### src/ctyr_pkg.sv
// Shared types, constants and tables of the coordinated-turn yaw rate block.
package ctyr_pkg;

    // Input transfer payload
    typedef struct packed {
        logic               valid_req;
        logic signed [15:0] roll_angle;
        logic signed [15:0] pitch_angle;
        logic signed [15:0] pitch_rate_target;
        logic        [15:0] air_speed;
        logic signed [15:0] roll_target;
    } t_in;

    // Output transfer payload
    typedef struct packed {
        logic signed [15:0] yaw_rate_out;
        logic               held;
    } t_out;

    // Status of a serial arithmetic unit
    typedef struct packed {
        logic busy;
        logic done;
    } t_stat;

    // CORDIC datapath width (Q30 values plus sign and headroom)
    localparam int CW = 34;
    localparam int C_STEPS = 16;
    localparam int C_CNT_W = $clog2(C_STEPS);

    localparam logic signed [CW-1:0] C_GAIN   = 34'sd652032874;
    localparam logic signed [CW-1:0] C_HALFPI = 34'sd1686629713;
    localparam logic signed [CW-1:0] C_PI     = 34'sd3373259426;

    // Serial multiplier and divider widths
    localparam int MUL_AW = 64;
    localparam int MUL_BW = 32;
    localparam int DIV_NW = 56;
    localparam int DIV_DW = 48;

    // Roll bounds in Q13
    localparam logic signed [15:0] ROLL_INV = 16'sd12868;
    localparam logic signed [17:0] ROLL_LIM = 18'sd11438;

    // g in Q16 times 16
    localparam logic signed [MUL_BW-1:0] GRAV_X16 = 32'sd10283024;

    // Register map
    localparam logic REG_MAX_YAW = 1'b0;
    localparam logic [14:0] MAX_YAW_RST = 15'd2048;

    // arctan(2^-i) in Q30
    function automatic logic signed [CW-1:0] atan_q30(input logic [C_CNT_W-1:0] i);
        logic signed [CW-1:0] v;
        case (i)
            4'd0:    v = 34'sh03243F6A8;
            4'd1:    v = 34'sh01DAC6705;
            4'd2:    v = 34'sh00FADBAFC;
            4'd3:    v = 34'sh007F56EA6;
            4'd4:    v = 34'sh003FEAB76;
            4'd5:    v = 34'sh001FFD55B;
            4'd6:    v = 34'sh000FFFAAA;
            4'd7:    v = 34'sh0007FFF55;
            4'd8:    v = 34'sh0003FFFEA;
            4'd9:    v = 34'sh0001FFFFD;
            4'd10:   v = 34'sh0000FFFFF;
            4'd11:   v = 34'sh00007FFFF;
            4'd12:   v = 34'sh00003FFFF;
            4'd13:   v = 34'sh00001FFFF;
            4'd14:   v = 34'sh00000FFFF;
            default: v = 34'sh000007FFF;
        endcase
        return v;
    endfunction

endpackage

### src/coordinated_turn_yaw_rate.sv
// Top level of the coordinated-turn yaw rate block: sequencer, register port, output register.
// One item gives one result. An invalid item, inverted flight or zero airspeed goes from
// idle straight to the finish state. A full computation runs three 16-step CORDIC passes on
// one shared rotator, six products on one bit-serial multiplier that takes 32 multiplier bits
// at one per cycle, and a 56-bit serial division, one after another. A new item is taken
// only when the previous one has left the sequencer, while its result may still wait in the
// output register. The yaw limit register lies at byte address 0.
module coordinated_turn_yaw_rate (
    input  logic              i_clk,
    input  logic              i_rst_n,
    input  logic              i_in_valid,
    output logic              o_in_stall,
    input  ctyr_pkg::t_in     i_in_data,
    output logic              o_out_valid,
    input  logic              i_out_stall,
    output ctyr_pkg::t_out    o_out_data,
    input  logic              psel,
    input  logic              penable,
    input  logic              pwrite,
    input  logic [2:0]        paddr,
    input  logic [31:0]       pwdata,
    output logic [31:0]       prdata,
    output logic              pready
);
    localparam logic [3:0] S_IDLE  = 4'd0;
    localparam logic [3:0] S_COR_R = 4'd1;
    localparam logic [3:0] S_COR_P = 4'd2;
    localparam logic [3:0] S_COR_Q = 4'd3;
    localparam logic [3:0] S_MUL1  = 4'd4;
    localparam logic [3:0] S_MUL2  = 4'd5;
    localparam logic [3:0] S_MUL3  = 4'd6;
    localparam logic [3:0] S_DIV   = 4'd7;
    localparam logic [3:0] S_MUL4  = 4'd8;
    localparam logic [3:0] S_MUL5  = 4'd9;
    localparam logic [3:0] S_MUL6  = 4'd10;
    localparam logic [3:0] S_FIN   = 4'd11;

    localparam int AW = ctyr_pkg::MUL_AW;
    localparam int BW = ctyr_pkg::MUL_BW;
    localparam int CW = ctyr_pkg::CW;

    logic [3:0]           r_state;
    logic                 r_launch;
    ctyr_pkg::t_in        r_in;
    logic signed [15:0]   r_r;
    logic signed [CW-1:0] r_sr, r_cr, r_cp, r_sbr, r_cbr;
    logic signed [AW-1:0] r_t1, r_num, r_eul, r_c2, r_p3;
    logic [ctyr_pkg::DIV_DW-1:0] r_den;
    logic signed [15:0]   r_res, r_last;
    logic                 r_held;
    logic [14:0]          r_max;
    logic                 r_out_valid;
    ctyr_pkg::t_out       r_out;

    logic                 in_take, out_free, inverted;
    logic signed [17:0]   roll_x, lim_x, rc;
    logic signed [15:0]   cor_ang;
    logic signed [CW-1:0] cor_sin, cor_cos;
    logic signed [AW-1:0] mul_a, mul_p, div_q, acc;
    logic signed [BW-1:0] mul_b;
    logic                 cor_start, mul_start, div_start;
    logic                 is_cor, is_mul;
    ctyr_pkg::t_stat      cor_stat, mul_stat, div_stat;

    // register port
    assign pready = 1'b1;
    always_ff @(posedge i_clk) begin
        if (!i_rst_n) begin
            r_max <= ctyr_pkg::MAX_YAW_RST;
        end else if (psel && penable && pwrite && paddr[2] == ctyr_pkg::REG_MAX_YAW) begin
            r_max <= pwdata[14:0];
        end
    end
    assign prdata = (paddr[2] == ctyr_pkg::REG_MAX_YAW) ? {17'b0, r_max} : 32'b0;

    // input screening and roll clamp
    assign in_take  = (r_state == S_IDLE) && i_in_valid;
    assign inverted = (i_in_data.roll_angle >= ctyr_pkg::ROLL_INV)
                   || (i_in_data.roll_angle <= -ctyr_pkg::ROLL_INV);
    always_comb begin
        roll_x = {{2{i_in_data.roll_angle[15]}}, i_in_data.roll_angle};
        lim_x  = {{2{i_in_data.roll_target[15]}}, i_in_data.roll_target};
        if (lim_x < 0) begin
            lim_x = -lim_x;
        end
        rc = roll_x;
        if (rc > ctyr_pkg::ROLL_LIM) rc = ctyr_pkg::ROLL_LIM;
        if (rc < -ctyr_pkg::ROLL_LIM) rc = -ctyr_pkg::ROLL_LIM;
        if (rc > lim_x) rc = lim_x;
        if (rc < -lim_x) rc = -lim_x;
    end

    // unit launch and operand selection
    assign is_cor = (r_state == S_COR_R) || (r_state == S_COR_P) || (r_state == S_COR_Q);
    assign is_mul = (r_state == S_MUL1) || (r_state == S_MUL2) || (r_state == S_MUL3)
                 || (r_state == S_MUL4) || (r_state == S_MUL5) || (r_state == S_MUL6);
    assign cor_start = is_cor && !r_launch;
    assign mul_start = is_mul && !r_launch;
    assign div_start = (r_state == S_DIV) && !r_launch;

    always_comb begin
        case (r_state)
            S_COR_P: cor_ang = r_in.pitch_angle;
            S_COR_Q: cor_ang = r_in.roll_angle;
            default: cor_ang = r_r;
        endcase
    end

    always_comb begin
        case (r_state)
            S_MUL2: begin
                mul_a = r_t1;
                mul_b = ctyr_pkg::GRAV_X16;
            end
            S_MUL3: begin
                mul_a = AW'(r_cr);
                mul_b = BW'({16'b0, r_in.air_speed});
            end
            S_MUL4: begin
                mul_a = AW'(r_cbr);
                mul_b = r_cp[BW-1:0];
            end
            S_MUL5: begin
                mul_a = r_c2;
                mul_b = r_eul[BW-1:0];
            end
            S_MUL6: begin
                mul_a = AW'(r_sbr);
                mul_b = BW'(r_in.pitch_rate_target);
            end
            default: begin
                mul_a = AW'(r_sr);
                mul_b = r_cp[BW-1:0];
            end
        endcase
    end

    ctyr_cordic u_cordic (
        .i_clk   (i_clk),
        .i_rst_n (i_rst_n),
        .i_start (cor_start),
        .i_angle (cor_ang),
        .o_sin   (cor_sin),
        .o_cos   (cor_cos),
        .o_stat  (cor_stat)
    );

    ctyr_mul u_mul (
        .i_clk   (i_clk),
        .i_rst_n (i_rst_n),
        .i_start (mul_start),
        .i_a     (mul_a),
        .i_b     (mul_b),
        .o_p     (mul_p),
        .o_stat  (mul_stat)
    );

    ctyr_div u_div (
        .i_clk   (i_clk),
        .i_rst_n (i_rst_n),
        .i_start (div_start),
        .i_num   (r_num),
        .i_den   (r_den),
        .o_quo   (div_q),
        .o_stat  (div_stat)
    );

    // body rate sum in Q42 down to Q12
    assign acc = (r_p3 - mul_p) >>> 30;

    assign out_free = !r_out_valid || !i_out_stall;

    // sequencer control
    always_ff @(posedge i_clk) begin
        if (!i_rst_n) begin
            r_state  <= S_IDLE;
            r_launch <= 1'b0;
        end else begin
            if (cor_start || mul_start || div_start) begin
                r_launch <= 1'b1;
            end
            if (cor_stat.done || mul_stat.done || div_stat.done) begin
                r_launch <= 1'b0;
            end
            unique case (r_state)
                S_IDLE: begin
                    if (in_take) begin
                        if (!i_in_data.valid_req || inverted || i_in_data.air_speed == 16'd0) begin
                            r_state <= S_FIN;
                        end else begin
                            r_state <= S_COR_R;
                        end
                    end
                end
                S_COR_R: if (cor_stat.done) r_state <= S_COR_P;
                S_COR_P: if (cor_stat.done) r_state <= S_COR_Q;
                S_COR_Q: if (cor_stat.done) r_state <= S_MUL1;
                S_MUL1:  if (mul_stat.done) r_state <= S_MUL2;
                S_MUL2:  if (mul_stat.done) r_state <= S_MUL3;
                S_MUL3:  if (mul_stat.done) r_state <= S_DIV;
                S_DIV:   if (div_stat.done) r_state <= S_MUL4;
                S_MUL4:  if (mul_stat.done) r_state <= S_MUL5;
                S_MUL5:  if (mul_stat.done) r_state <= S_MUL6;
                S_MUL6:  if (mul_stat.done) r_state <= S_FIN;
                S_FIN:   if (out_free) r_state <= S_IDLE;
                default: r_state <= S_IDLE;
            endcase
        end
    end

    // sequencer datapath
    always_ff @(posedge i_clk) begin
        if (in_take) begin
            r_in   <= i_in_data;
            r_r    <= rc[15:0];
            r_held <= !i_in_data.valid_req || inverted;
            r_res  <= (!i_in_data.valid_req || inverted) ? r_last : 16'sd0;
        end
        if (cor_stat.done) begin
            case (r_state)
                S_COR_R: begin
                    r_sr <= cor_sin;
                    r_cr <= cor_cos;
                end
                S_COR_P: r_cp <= cor_cos;
                default: begin
                    r_sbr <= cor_sin;
                    r_cbr <= cor_cos;
                end
            endcase
        end
        if (mul_stat.done) begin
            case (r_state)
                S_MUL1: r_t1  <= mul_p >>> 30;
                S_MUL2: r_num <= mul_p;
                S_MUL3: r_den <= mul_p[ctyr_pkg::DIV_DW-1:0];
                S_MUL4: r_c2  <= mul_p >>> 30;
                S_MUL5: r_p3  <= mul_p;
                default: begin
                    if (acc > $signed({49'b0, r_max})) begin
                        r_res <= $signed({1'b0, r_max});
                    end else if (acc < -$signed({49'b0, r_max})) begin
                        r_res <= -$signed({1'b0, r_max});
                    end else begin
                        r_res <= acc[15:0];
                    end
                end
            endcase
        end
        if (div_stat.done) begin
            r_eul <= div_q;
        end
    end

    // result store and output register
    always_ff @(posedge i_clk) begin
        if (!i_rst_n) begin
            r_out_valid <= 1'b0;
            r_last      <= '0;
        end else begin
            if (r_out_valid && !i_out_stall) begin
                r_out_valid <= 1'b0;
            end
            if (r_state == S_FIN && out_free) begin
                r_out_valid <= 1'b1;
                r_last      <= r_res;
            end
        end
    end

    always_ff @(posedge i_clk) begin
        if (r_state == S_FIN && out_free) begin
            r_out <= '{yaw_rate_out: r_res, held: r_held};
        end
    end

    assign o_in_stall  = (r_state != S_IDLE);
    assign o_out_valid = r_out_valid;
    assign o_out_data  = r_out;

    // a pending result always matches the stored rate
    a_out_last: assert property (@(posedge i_clk) disable iff (!i_rst_n)
        r_out_valid |-> r_out.yaw_rate_out == r_last)
        else $error("pending result differs from stored rate");

    // a fresh result respects the limit
    a_out_lim: assert property (@(posedge i_clk) disable iff (!i_rst_n)
        (r_out_valid && !r_out.held) |->
        (r_out.yaw_rate_out <= $signed({1'b0, r_max})
         && r_out.yaw_rate_out >= -$signed({1'b0, r_max})))
        else $error("fresh result beyond yaw limit");

    // a finished result waits while the output register is blocked
    a_fin_wait: assert property (@(posedge i_clk) disable iff (!i_rst_n)
        (r_state == S_FIN && r_out_valid && i_out_stall) |=> r_state == S_FIN)
        else $error("result dropped while output blocked");

    // only one arithmetic unit runs at a time
    a_one_unit: assert property (@(posedge i_clk) disable iff (!i_rst_n)
        $onehot0({cor_stat.busy, mul_stat.busy, div_stat.busy}))
        else $error("arithmetic units overlap");
endmodule

### src/ctyr_cordic.sv
// Iterative rotation-mode CORDIC: sine and cosine of a Q13 angle, one step a cycle.
module ctyr_cordic (
    input  logic                          i_clk,
    input  logic                          i_rst_n,
    input  logic                          i_start,
    input  logic signed [15:0]            i_angle,
    output logic signed [ctyr_pkg::CW-1:0] o_sin,
    output logic signed [ctyr_pkg::CW-1:0] o_cos,
    output ctyr_pkg::t_stat               o_stat
);
    logic signed [ctyr_pkg::CW-1:0] r_x, r_y, r_z;
    logic                           r_neg;
    logic [ctyr_pkg::C_CNT_W-1:0]   r_cnt;
    logic                           r_busy, r_done;
    logic signed [ctyr_pkg::CW-1:0] z0, zf, sh_x, sh_y, at;

    // widen to Q30 and fold into [-pi/2, pi/2]
    always_comb begin
        z0 = {i_angle[15], i_angle, 17'b0};
        zf = z0;
        if (z0 > ctyr_pkg::C_HALFPI) begin
            zf = ctyr_pkg::C_PI - z0;
        end else if (z0 < -ctyr_pkg::C_HALFPI) begin
            zf = -ctyr_pkg::C_PI - z0;
        end
    end

    assign sh_x = r_x >>> r_cnt;
    assign sh_y = r_y >>> r_cnt;
    assign at   = ctyr_pkg::atan_q30(r_cnt);

    // datapath
    always_ff @(posedge i_clk) begin
        if (i_start) begin
            r_x   <= ctyr_pkg::C_GAIN;
            r_y   <= '0;
            r_z   <= zf;
            r_neg <= (z0 > ctyr_pkg::C_HALFPI) || (z0 < -ctyr_pkg::C_HALFPI);
        end else if (r_busy) begin
            if (!r_z[ctyr_pkg::CW-1]) begin
                r_x <= r_x - sh_y;
                r_y <= r_y + sh_x;
                r_z <= r_z - at;
            end else begin
                r_x <= r_x + sh_y;
                r_y <= r_y - sh_x;
                r_z <= r_z + at;
            end
        end
    end

    // step counter
    always_ff @(posedge i_clk) begin
        if (!i_rst_n) begin
            r_busy <= 1'b0;
            r_done <= 1'b0;
            r_cnt  <= '0;
        end else begin
            r_done <= 1'b0;
            if (i_start) begin
                r_busy <= 1'b1;
                r_cnt  <= '0;
            end else if (r_busy) begin
                r_cnt <= r_cnt + 1'b1;
                if (r_cnt == ctyr_pkg::C_CNT_W'(ctyr_pkg::C_STEPS - 1)) begin
                    r_busy <= 1'b0;
                    r_done <= 1'b1;
                end
            end
        end
    end

    assign o_sin  = r_y;
    assign o_cos  = r_neg ? -r_x : r_x;
    assign o_stat = '{busy: r_busy, done: r_done};
endmodule

### src/ctyr_mul.sv
// Bit-serial signed multiplier: one multiplier bit per cycle, sign-magnitude.
module ctyr_mul (
    input  logic                              i_clk,
    input  logic                              i_rst_n,
    input  logic                              i_start,
    input  logic signed [ctyr_pkg::MUL_AW-1:0] i_a,
    input  logic signed [ctyr_pkg::MUL_BW-1:0] i_b,
    output logic signed [ctyr_pkg::MUL_AW-1:0] o_p,
    output ctyr_pkg::t_stat                   o_stat
);
    localparam int CNT_W = $clog2(ctyr_pkg::MUL_BW);

    logic [ctyr_pkg::MUL_AW-1:0] r_a, r_acc;
    logic [ctyr_pkg::MUL_BW-1:0] r_b;
    logic                        r_neg, r_busy, r_done;
    logic [CNT_W-1:0]            r_cnt;

    // shift-add datapath
    always_ff @(posedge i_clk) begin
        if (i_start) begin
            r_a   <= i_a[ctyr_pkg::MUL_AW-1] ? -i_a : i_a;
            r_b   <= i_b[ctyr_pkg::MUL_BW-1] ? -i_b : i_b;
            r_neg <= i_a[ctyr_pkg::MUL_AW-1] ^ i_b[ctyr_pkg::MUL_BW-1];
            r_acc <= '0;
        end else if (r_busy) begin
            if (r_b[0]) begin
                r_acc <= r_acc + r_a;
            end
            r_a <= {r_a[ctyr_pkg::MUL_AW-2:0], 1'b0};
            r_b <= {1'b0, r_b[ctyr_pkg::MUL_BW-1:1]};
        end
    end

    // bit counter
    always_ff @(posedge i_clk) begin
        if (!i_rst_n) begin
            r_busy <= 1'b0;
            r_done <= 1'b0;
            r_cnt  <= '0;
        end else begin
            r_done <= 1'b0;
            if (i_start) begin
                r_busy <= 1'b1;
                r_cnt  <= '0;
            end else if (r_busy) begin
                r_cnt <= r_cnt + 1'b1;
                if (r_cnt == CNT_W'(ctyr_pkg::MUL_BW - 1)) begin
                    r_busy <= 1'b0;
                    r_done <= 1'b1;
                end
            end
        end
    end

    assign o_p    = r_neg ? -$signed(r_acc) : $signed(r_acc);
    assign o_stat = '{busy: r_busy, done: r_done};
endmodule

### src/ctyr_div.sv
// Restoring serial divider: signed numerator, positive divisor, quotient toward zero.
module ctyr_div (
    input  logic                              i_clk,
    input  logic                              i_rst_n,
    input  logic                              i_start,
    input  logic signed [ctyr_pkg::MUL_AW-1:0] i_num,
    input  logic [ctyr_pkg::DIV_DW-1:0]       i_den,
    output logic signed [ctyr_pkg::MUL_AW-1:0] o_quo,
    output ctyr_pkg::t_stat                   o_stat
);
    localparam int CNT_W = $clog2(ctyr_pkg::DIV_NW);

    logic [ctyr_pkg::DIV_NW-1:0] r_n;
    logic [ctyr_pkg::DIV_DW-1:0] r_d, r_rem, trial;
    logic                        r_neg, r_busy, r_done, fits;
    logic [CNT_W-1:0]            r_cnt;
    logic [ctyr_pkg::MUL_AW-1:0] num_mag;

    assign num_mag = i_num[ctyr_pkg::MUL_AW-1] ? -i_num : i_num;
    assign trial   = {r_rem[ctyr_pkg::DIV_DW-2:0], r_n[ctyr_pkg::DIV_NW-1]};
    assign fits    = trial >= r_d;

    // one quotient bit per cycle; r_n turns into the quotient
    always_ff @(posedge i_clk) begin
        if (i_start) begin
            r_n   <= num_mag[ctyr_pkg::DIV_NW-1:0];
            r_d   <= i_den;
            r_rem <= '0;
            r_neg <= i_num[ctyr_pkg::MUL_AW-1];
        end else if (r_busy) begin
            r_rem <= fits ? trial - r_d : trial;
            r_n   <= {r_n[ctyr_pkg::DIV_NW-2:0], fits};
        end
    end

    // bit counter
    always_ff @(posedge i_clk) begin
        if (!i_rst_n) begin
            r_busy <= 1'b0;
            r_done <= 1'b0;
            r_cnt  <= '0;
        end else begin
            r_done <= 1'b0;
            if (i_start) begin
                r_busy <= 1'b1;
                r_cnt  <= '0;
            end else if (r_busy) begin
                r_cnt <= r_cnt + 1'b1;
                if (r_cnt == CNT_W'(ctyr_pkg::DIV_NW - 1)) begin
                    r_busy <= 1'b0;
                    r_done <= 1'b1;
                end
            end
        end
    end

    always_comb begin
        o_quo = $signed({{(ctyr_pkg::MUL_AW - ctyr_pkg::DIV_NW){1'b0}}, r_n});
        if (r_neg) begin
            o_quo = -o_quo;
        end
    end

    assign o_stat = '{busy: r_busy, done: r_done};
endmodule

### config.mk
export PLATFORM = sky130hd
export DESIGN_NAME = coordinated_turn_yaw_rate
export DESIGN_NICKNAME = d
export VERILOG_FILES = /design/src/ctyr_pkg.sv /design/src/coordinated_turn_yaw_rate.sv /design/src/ctyr_cordic.sv /design/src/ctyr_mul.sv /design/src/ctyr_div.sv
export SDC_FILE = /design/constraint.sdc
export NUM_CORES = 2
export LEC_CHECK = 0
export BUFFER_PORTS_ARGS = -buffer_cell sky130_fd_sc_hd__buf_4
export CAP_MARGIN = 20
export CORE_ASPECT_RATIO = 1.5
export CORE_MARGIN = 2
export CORE_UTILIZATION = 55
export CTS_BUF_LIST = sky130_fd_sc_hd__clkbuf_8
export DETAILED_ROUTE_END_ITERATION = 7
export PLACE_DENSITY_LB_ADDON = 0.1
export SETUP_SLACK_MARGIN = 0.15
export SLEW_MARGIN = 20
export SYNTH_ARGS = -nofsm -noshare
export SYNTH_HDL_FRONTEND = slang
export SYNTH_SLANG_ARGS = --single-unit
export TNS_END_PERCENT = 5
### constraint.sdc
create_clock -name i_clk -period 22.3 [get_ports i_clk]
set_input_delay 4.46 -clock i_clk [delete_from_list [all_inputs] [get_ports i_clk]]
set_output_delay 4.46 -clock i_clk [all_outputs]
set_load 0.01 [all_outputs]
* After elaboration in Yosys (flattened, before gate mapping) *
Memory sizes are Yosys's and may differ from the RTL's. A register that Yosys moved wholly into a read port is not among the register bits.
Index checks and enable logic that the tools add are counted.

storage, ports and cells
  input port bits = 123
  flip-flop bits (word level) = 1032
  bits in read-only memories = 480
  memories kept = 1

memories
  name              depth  width  rd ports  clocked after memory_dff  wr ports  line            source
  (name not given)  16     30     1         1                         0         ctyr_pkg.sv:55  case (i)

operators by class
  reduce and logical (&&, ||, !) cells = 55
  muxes and demuxes = 65
  shifts and indexed selects = 2
  order comparisons = 12
  bitwise logic cells = 7
  equality and inequality tests = 26
  add/subtract/negate cells = 24

operators by type and width
  cell                    count
  $pmux 64 s5             1
  $mux 34                 8
  $mux 64                 4
  $mux 56                 3
  $mux 32                 4
  $neg 64->64             2
  $pmux 32 s4             1
  $mux 16                 7
  $add 34x34->34          3
  $sub 34x34->34          3
  $mux 18                 4
  $sshr 34x4->34          2
  $sub 33x33->34 const A  2
  $add 64x64->64          1
  $lt 34x64->1            1
  $neg 15->64             1
  $neg 32->32             2
  $sub 64x64->64          1
  $mux 4                  15
  $neg 56->56             1
  $ge 48x48->1            1
  $pmux 4 s12             1
  $mux 47                 1
  $sub 47x47->47          1
  42 further kinds        121

* Logic depth before layout (Yosys ltp) *
  depth in word-level cells = 9
  gate-level depth with buffers = 38
  mapped depth without buffers = 35

* By module *
A second synthesis with hierarchy kept.

unflattened totals
  cells, all modules = 7455
  area total of the unflattened synthesis = 70675.3 um2

modules (own cells, without submodules)
  module                     seq. area each (um2)  instances  area each (um2)  cells an instance
  coordinated_turn_yaw_rate  17336.6               1          28952.8          2443
  ctyr_cordic                3113.0                1          17194.0          2126
  ctyr_mul                   4334.2                1          13178.9          1601
  ctyr_div                   4254.1                1          11349.6          1285

* Worst setup path after synthesis *
OpenSTA, ideal clock, no wires.

  kind = input -> register
  from = input i_in_data[4] in the netlist's numbering
  to = register r_r[13], data pin
  cell stages on the path = 31
  path slack = 11.581 ns
  arrival time = 10.453 ns
  required time = 22.034 ns
  cells stage by stage = nor4_1 nand2_1 or4_1 or4_1 clkbuf_1 ha_1 or4b_2 a21oi_1 o21ai_0 a31oi_1 o21ai_0 nand3_1 clkbuf_1 nand2_1 o21a_1 inv_1 ha_1 a21o_1 a21o_1 a21oi_1 nor2b_1 o21ai_0 nand2b_1 a21oi_1 nor2b_1 o21ai_0 nand3_1 mux2_2 clkbuf_1 buf_2 mux2i_1

on the way
  word-level cells in the longest chain between the ends = 6
  elaborated cells between the ends (all ways) = 8
  those cells by class = 2 x add/sub; 3 x order compare; 3 x mux

ends and longest elaborated chain
  item                                        line                                                              source
  start: declaration                          coordinated_turn_yaw_rate.sv:13                                   input ctyr_pkg::t_in i_in_data,
  $neg 16->18 or $lt 16x1->1 (tied branches)  coordinated_turn_yaw_rate.sv:84, coordinated_turn_yaw_rate.sv:83
  $mux 18 (*)                                 coordinated_turn_yaw_rate.sv:83                                   if (lim_x < 0) begin
  $gt 18x18->1                                coordinated_turn_yaw_rate.sv:89                                   if (rc > lim_x) rc = lim_x;
  $mux 18                                     coordinated_turn_yaw_rate.sv:89
  $lt 18x18->1                                coordinated_turn_yaw_rate.sv:90                                   if (rc < -lim_x) rc = -lim_x;
  $mux 16 (*)                                 coordinated_turn_yaw_rate.sv:90
  net rc[13]                                  coordinated_turn_yaw_rate.sv:56                                   logic signed [17:0] roll_x, lim_x, rc;
  end signal: assignment                      coordinated_turn_yaw_rate.sv:215                                  r_r <= rc[15:0];
  end: declaration                            coordinated_turn_yaw_rate.sv:45                                   logic signed [15:0] r_r;

Mark *: on every way through the listed nets, which the timed path passes. The rest lies on a longest branch.
A chain may end at the register's enable or synchronous reset.

* Worst setup path after layout *
  from = input i_in_data[67] in the netlist's numbering
  to = register r_r[14], data pin

on the way
  word-level cells in the longest chain between the ends = 8

ends and longest elaborated chain
  item          line                             source
  $gt 16x15->1  coordinated_turn_yaw_rate.sv:87  if (rc > ctyr_pkg::ROLL_LIM) rc = ctyr_pkg::ROLL_LIM;
  $mux 18 (*)   coordinated_turn_yaw_rate.sv:87
  $lt 18x15->1  coordinated_turn_yaw_rate.sv:88  if (rc < -ctyr_pkg::ROLL_LIM) rc = -ctyr_pkg::ROLL_LIM;
  $mux 18 (*)   coordinated_turn_yaw_rate.sv:88
  $gt 18x18->1  coordinated_turn_yaw_rate.sv:89
  $mux 18 (*)   coordinated_turn_yaw_rate.sv:89
  $lt 18x18->1  coordinated_turn_yaw_rate.sv:90
  $mux 16 (*)   coordinated_turn_yaw_rate.sv:90
  net rc[14]    coordinated_turn_yaw_rate.sv:56

Marks and branches as above.

==> summary.txt <==
Hold Vio Cnt, Final - 0
Skew-Pair Late Insertion Delay - 0.93 ns
Compound-Gate Fraction of Synth Area - 0.181
initial antenna violation count - 7
proportion of synthesized area in mux cells - 0.0521
Initial Utilization - 0.555
Cell Area, Synth - 0.0668 mm2
switching share of total power - 0.455
Rel. slew slack - 0.143
final antenna-violating net count - 0
Hold Startpoint - r_den[17]
IO Count - 175
crit path kind - primary input to register
global placer's final weighted congestion - 0.979
Psw - 5.14 mW
max cap viols - 0
Reg-to-Reg Start - u_mul.r_acc[2]
hpwl dp - 147000 um
dominant cells by area after synthesis - edfxtp_1 35%, dfxtp_1 8.5%, ha_1 7.4%, xnor2_1 4.6%, nand2_1 4.1%
synth unique cells - 107
largest family of logic cells by synthesized area - compound AO/OA/AOI/OAI gates
first-pass GRT wire length - 296000 um
CP max FO - 26
Multi-input gate area - 0.0358 mm2
TritonRoute pass-1 iters - 8
post-synthesis register bit count - 1054
Mapped Avg Cell Area - 9.73 um2
crit start category - primary input
nets@finish - 7486
CTS hold repair buffers - 0
Worst Path Arrival - 11.25 ns
IO Port Bufs - 137
leading area contributor after synthesis - edfxtp_1
top_reg_cell synth - edfxtp_1
RSZ-0062 raised after global routing - false
Die ar. - 0.124 mm2
number of fill cells - 10494
Setup violations, final - 0
Total Wirelength - 195000 um
1st-iter DRT viols - 4191
Max Clock Skew - 0.0518 ns
Clock Root Buffer - clkbuf_8
Pleak - 28.6 nW
largest net degree at the start of global routing - 100
Crit path max-delay family - compound AO/OA/AOI/OAI gates
CP Capture Type - register
DRC viols - 0
Total Power - 11.3 mW
GRT Residual Overflow - 0
slew of the pin with the lowest slew margin - 1.27 ns
clock-pin slew on the worst setup and hold paths - 0.06 ns
Synth Area in Adders - 0.0759
Worst path slowest cell - mux2_2
clock sink count - 1054
Post-Synth Simple-Gate Area - 0.145
Tcrit/Tclk final - 0.476
clock power share - 0.150
FP Rows - 156
Hold WC Path Type - register to register
CTS buffer count - 167
CP startpoint - i_in_data[67]
htree depth - 4
CP Buf/Inv Count - 4
Setup Buffers After CTS - 0
post_cts resized - 0
Avg WL per Cell - 22.4 um
CP max stage delay - 0.62 ns
WP data required - 22.94 ns
Post-synth EDFFs - 772
Int Pwr - 6.16 mW
Syn. warnings - 0
Cell Pwr Density - 155 mW/mm2
via count - 53151
DP Worst Slack - 10.86 ns
Longest Clk Path Bufs - 3
ratio of cells with drive above 1 in the final layout - 0.0995
die width - 289 um
Comb pwr share - 0.577
Final WS setup - 11.69 ns
status - finished clean
synthesized netlist cell count - 6866
Async SR Flop Fraction - 0
Vias per Instance - 6.12
register area share after synthesis - 0.432
min cycle time layout - 10.61 ns
setup TNS - 0 ns
gr usage total - 0.310
FF+latch area - 0.0288 mm2
Pins Over Slew Limit - 0
TritonCTS clock tree - done
fmax - 0.0942 GHz
Yosys top cell area share - 0.347
area grow syn2layout - 9.05%
placeable core area - 0.120 mm2
chip height - 431 um
vias in the first global route - 51995
xor and xnor area share after synthesis - 0.0780
peak supply drop - 0.129 mV
sequential group share of total power - 0.272
-- synthesized netlist by cell type (all sizes together), types with 26 or more instances --
| master | number |
|---|---|
| mux2i | 136 |
| a31oi | 72 |
| a21o | 165 |
| xor2 | 240 |
| nor4 | 40 |
| and2 | 65 |
| a211oi | 78 |
| nand2 | 737 |
| nand4 | 69 |
| o211ai | 32 |
| edfxtp | 772 |
| clkbuf | 241 |
| ha | 397 |
| o22ai | 39 |
| xnor2 | 354 |
| or4 | 42 |
| or3 | 58 |
| o21ai | 499 |
| mux2 | 44 |
| buf | 89 |
| nand3 | 111 |
| inv | 275 |
| o31ai | 66 |
| a21boi | 51 |
| a22oi | 59 |
| and3 | 59 |
| o41ai | 34 |
| nand3b | 26 |
| nor3 | 118 |
| dfxtp | 282 |
| nor2 | 501 |
| nand2b | 73 |
| nor2b | 62 |
| o21a | 66 |
| mux4 | 72 |
| o21bai | 35 |
| a21oi | 536 |
-- power groups by stage --
stage               Sequential (mW)  Combinational, mW  Clock [mW]
detailed placement             3.11               6.44           0
floorplan                      2.94               4.83           0
CTS                            3.07               6.48        1.73
global placement               3.10               6.34           0
global route                   3.12               7.19        1.81
finish                         3.08               6.53        1.70
-- logic make-up after synthesis --
kind of cell	Yosys count
adders and majority gates	402
xor gates and xnor gates	594
AOI/OAI and AO/OA	1912
and+or+nand+nor	2041
buffers and inverters	609
DFF	1054
muxes	252
other	2
-- final timing paths --
check             endpoint  slack [ns]  cells past startpoint
min reg2reg  u_div.r_d[17]        0.42                      0
min          u_div.r_d[17]        0.42                      0
max reg2reg       r_res[0]       12.23                     32
max                r_r[14]       11.69                     34
-- state kept, by name (all words and copies together) (netlist names), 47 cells and up --
name	cells
r_den	48
u_mul.r_acc	64
u_mul.r_a	64
u_div.r_d	48
u_div.r_rem	47
r_in	64
r_num	57
r_p3	64
u_div.r_n	56
-- cell usage in the layout (no fill, tap or decap), types with 56 or more instances in the layout --
cell / synthesis / layout
a211oi_1: 78 / 78
nor2_1: 501 / 498
xor2_1: 240 / 239
a31oi_1: 72 / 72
ha_1: 397 / 397
o21ai_0: 491 / 491
o31ai_1: 66 / 66
inv_1: 273 / 313
nor3_1: 112 / 109
a21oi_1: 534 / 533
or3_1: 57 / 56
nand3_1: 111 / 111
and2_1: 63 / 60
a22oi_1: 59 / 59
xnor2_1: 353 / 348
edfxtp_1: 772 / 772
nand2b_1: 73 / 71
a21o_1: 165 / 165
o21a_1: 66 / 66
mux2i_1: 136 / 136
mux4_2: 72 / 72
nand4_1: 69 / 69
and3_1: 58 / 57
clkbuf_8: 0 / 178
buf_4: 26 / 238
dfxtp_1: 282 / 273
nand2_1: 734 / 733
nor2b_1: 62 / 60
-- stage by stage --
stage                     cells  instance area [um2]  utilization  hold WS [ns]
final                      8686                72800        0.605         0.418
after global routing       8684                72800        0.605         0.419
after CTS                  8683                72800        0.605         0.418
after detailed placement   8372                69500        0.577         0.405
after global placement     8372                69500        0.577         0.400
after floorplan            6884                66900            -         0.400
-- area by class of cell --
type                            instances  share of cell area
Timing Repair Buffer                  238              0.0245
Multi-Input combinational cell       5221               0.492
Inverter                              279              0.0144
Sequential cell                      1054               0.396
Clock buffer                          178              0.0336
Antenna cell                            3            0.000103
Tap cell                             1580              0.0271
Clock inverter                        133              0.0126
-- layer usage --
layer  global-route usage  wire (um)
met1                0.347      72400
met3               0.0434      10500
met2                0.561     100000
met4                0.173      11600
met5                    0         26
Power figures use the tool's default switching activity.
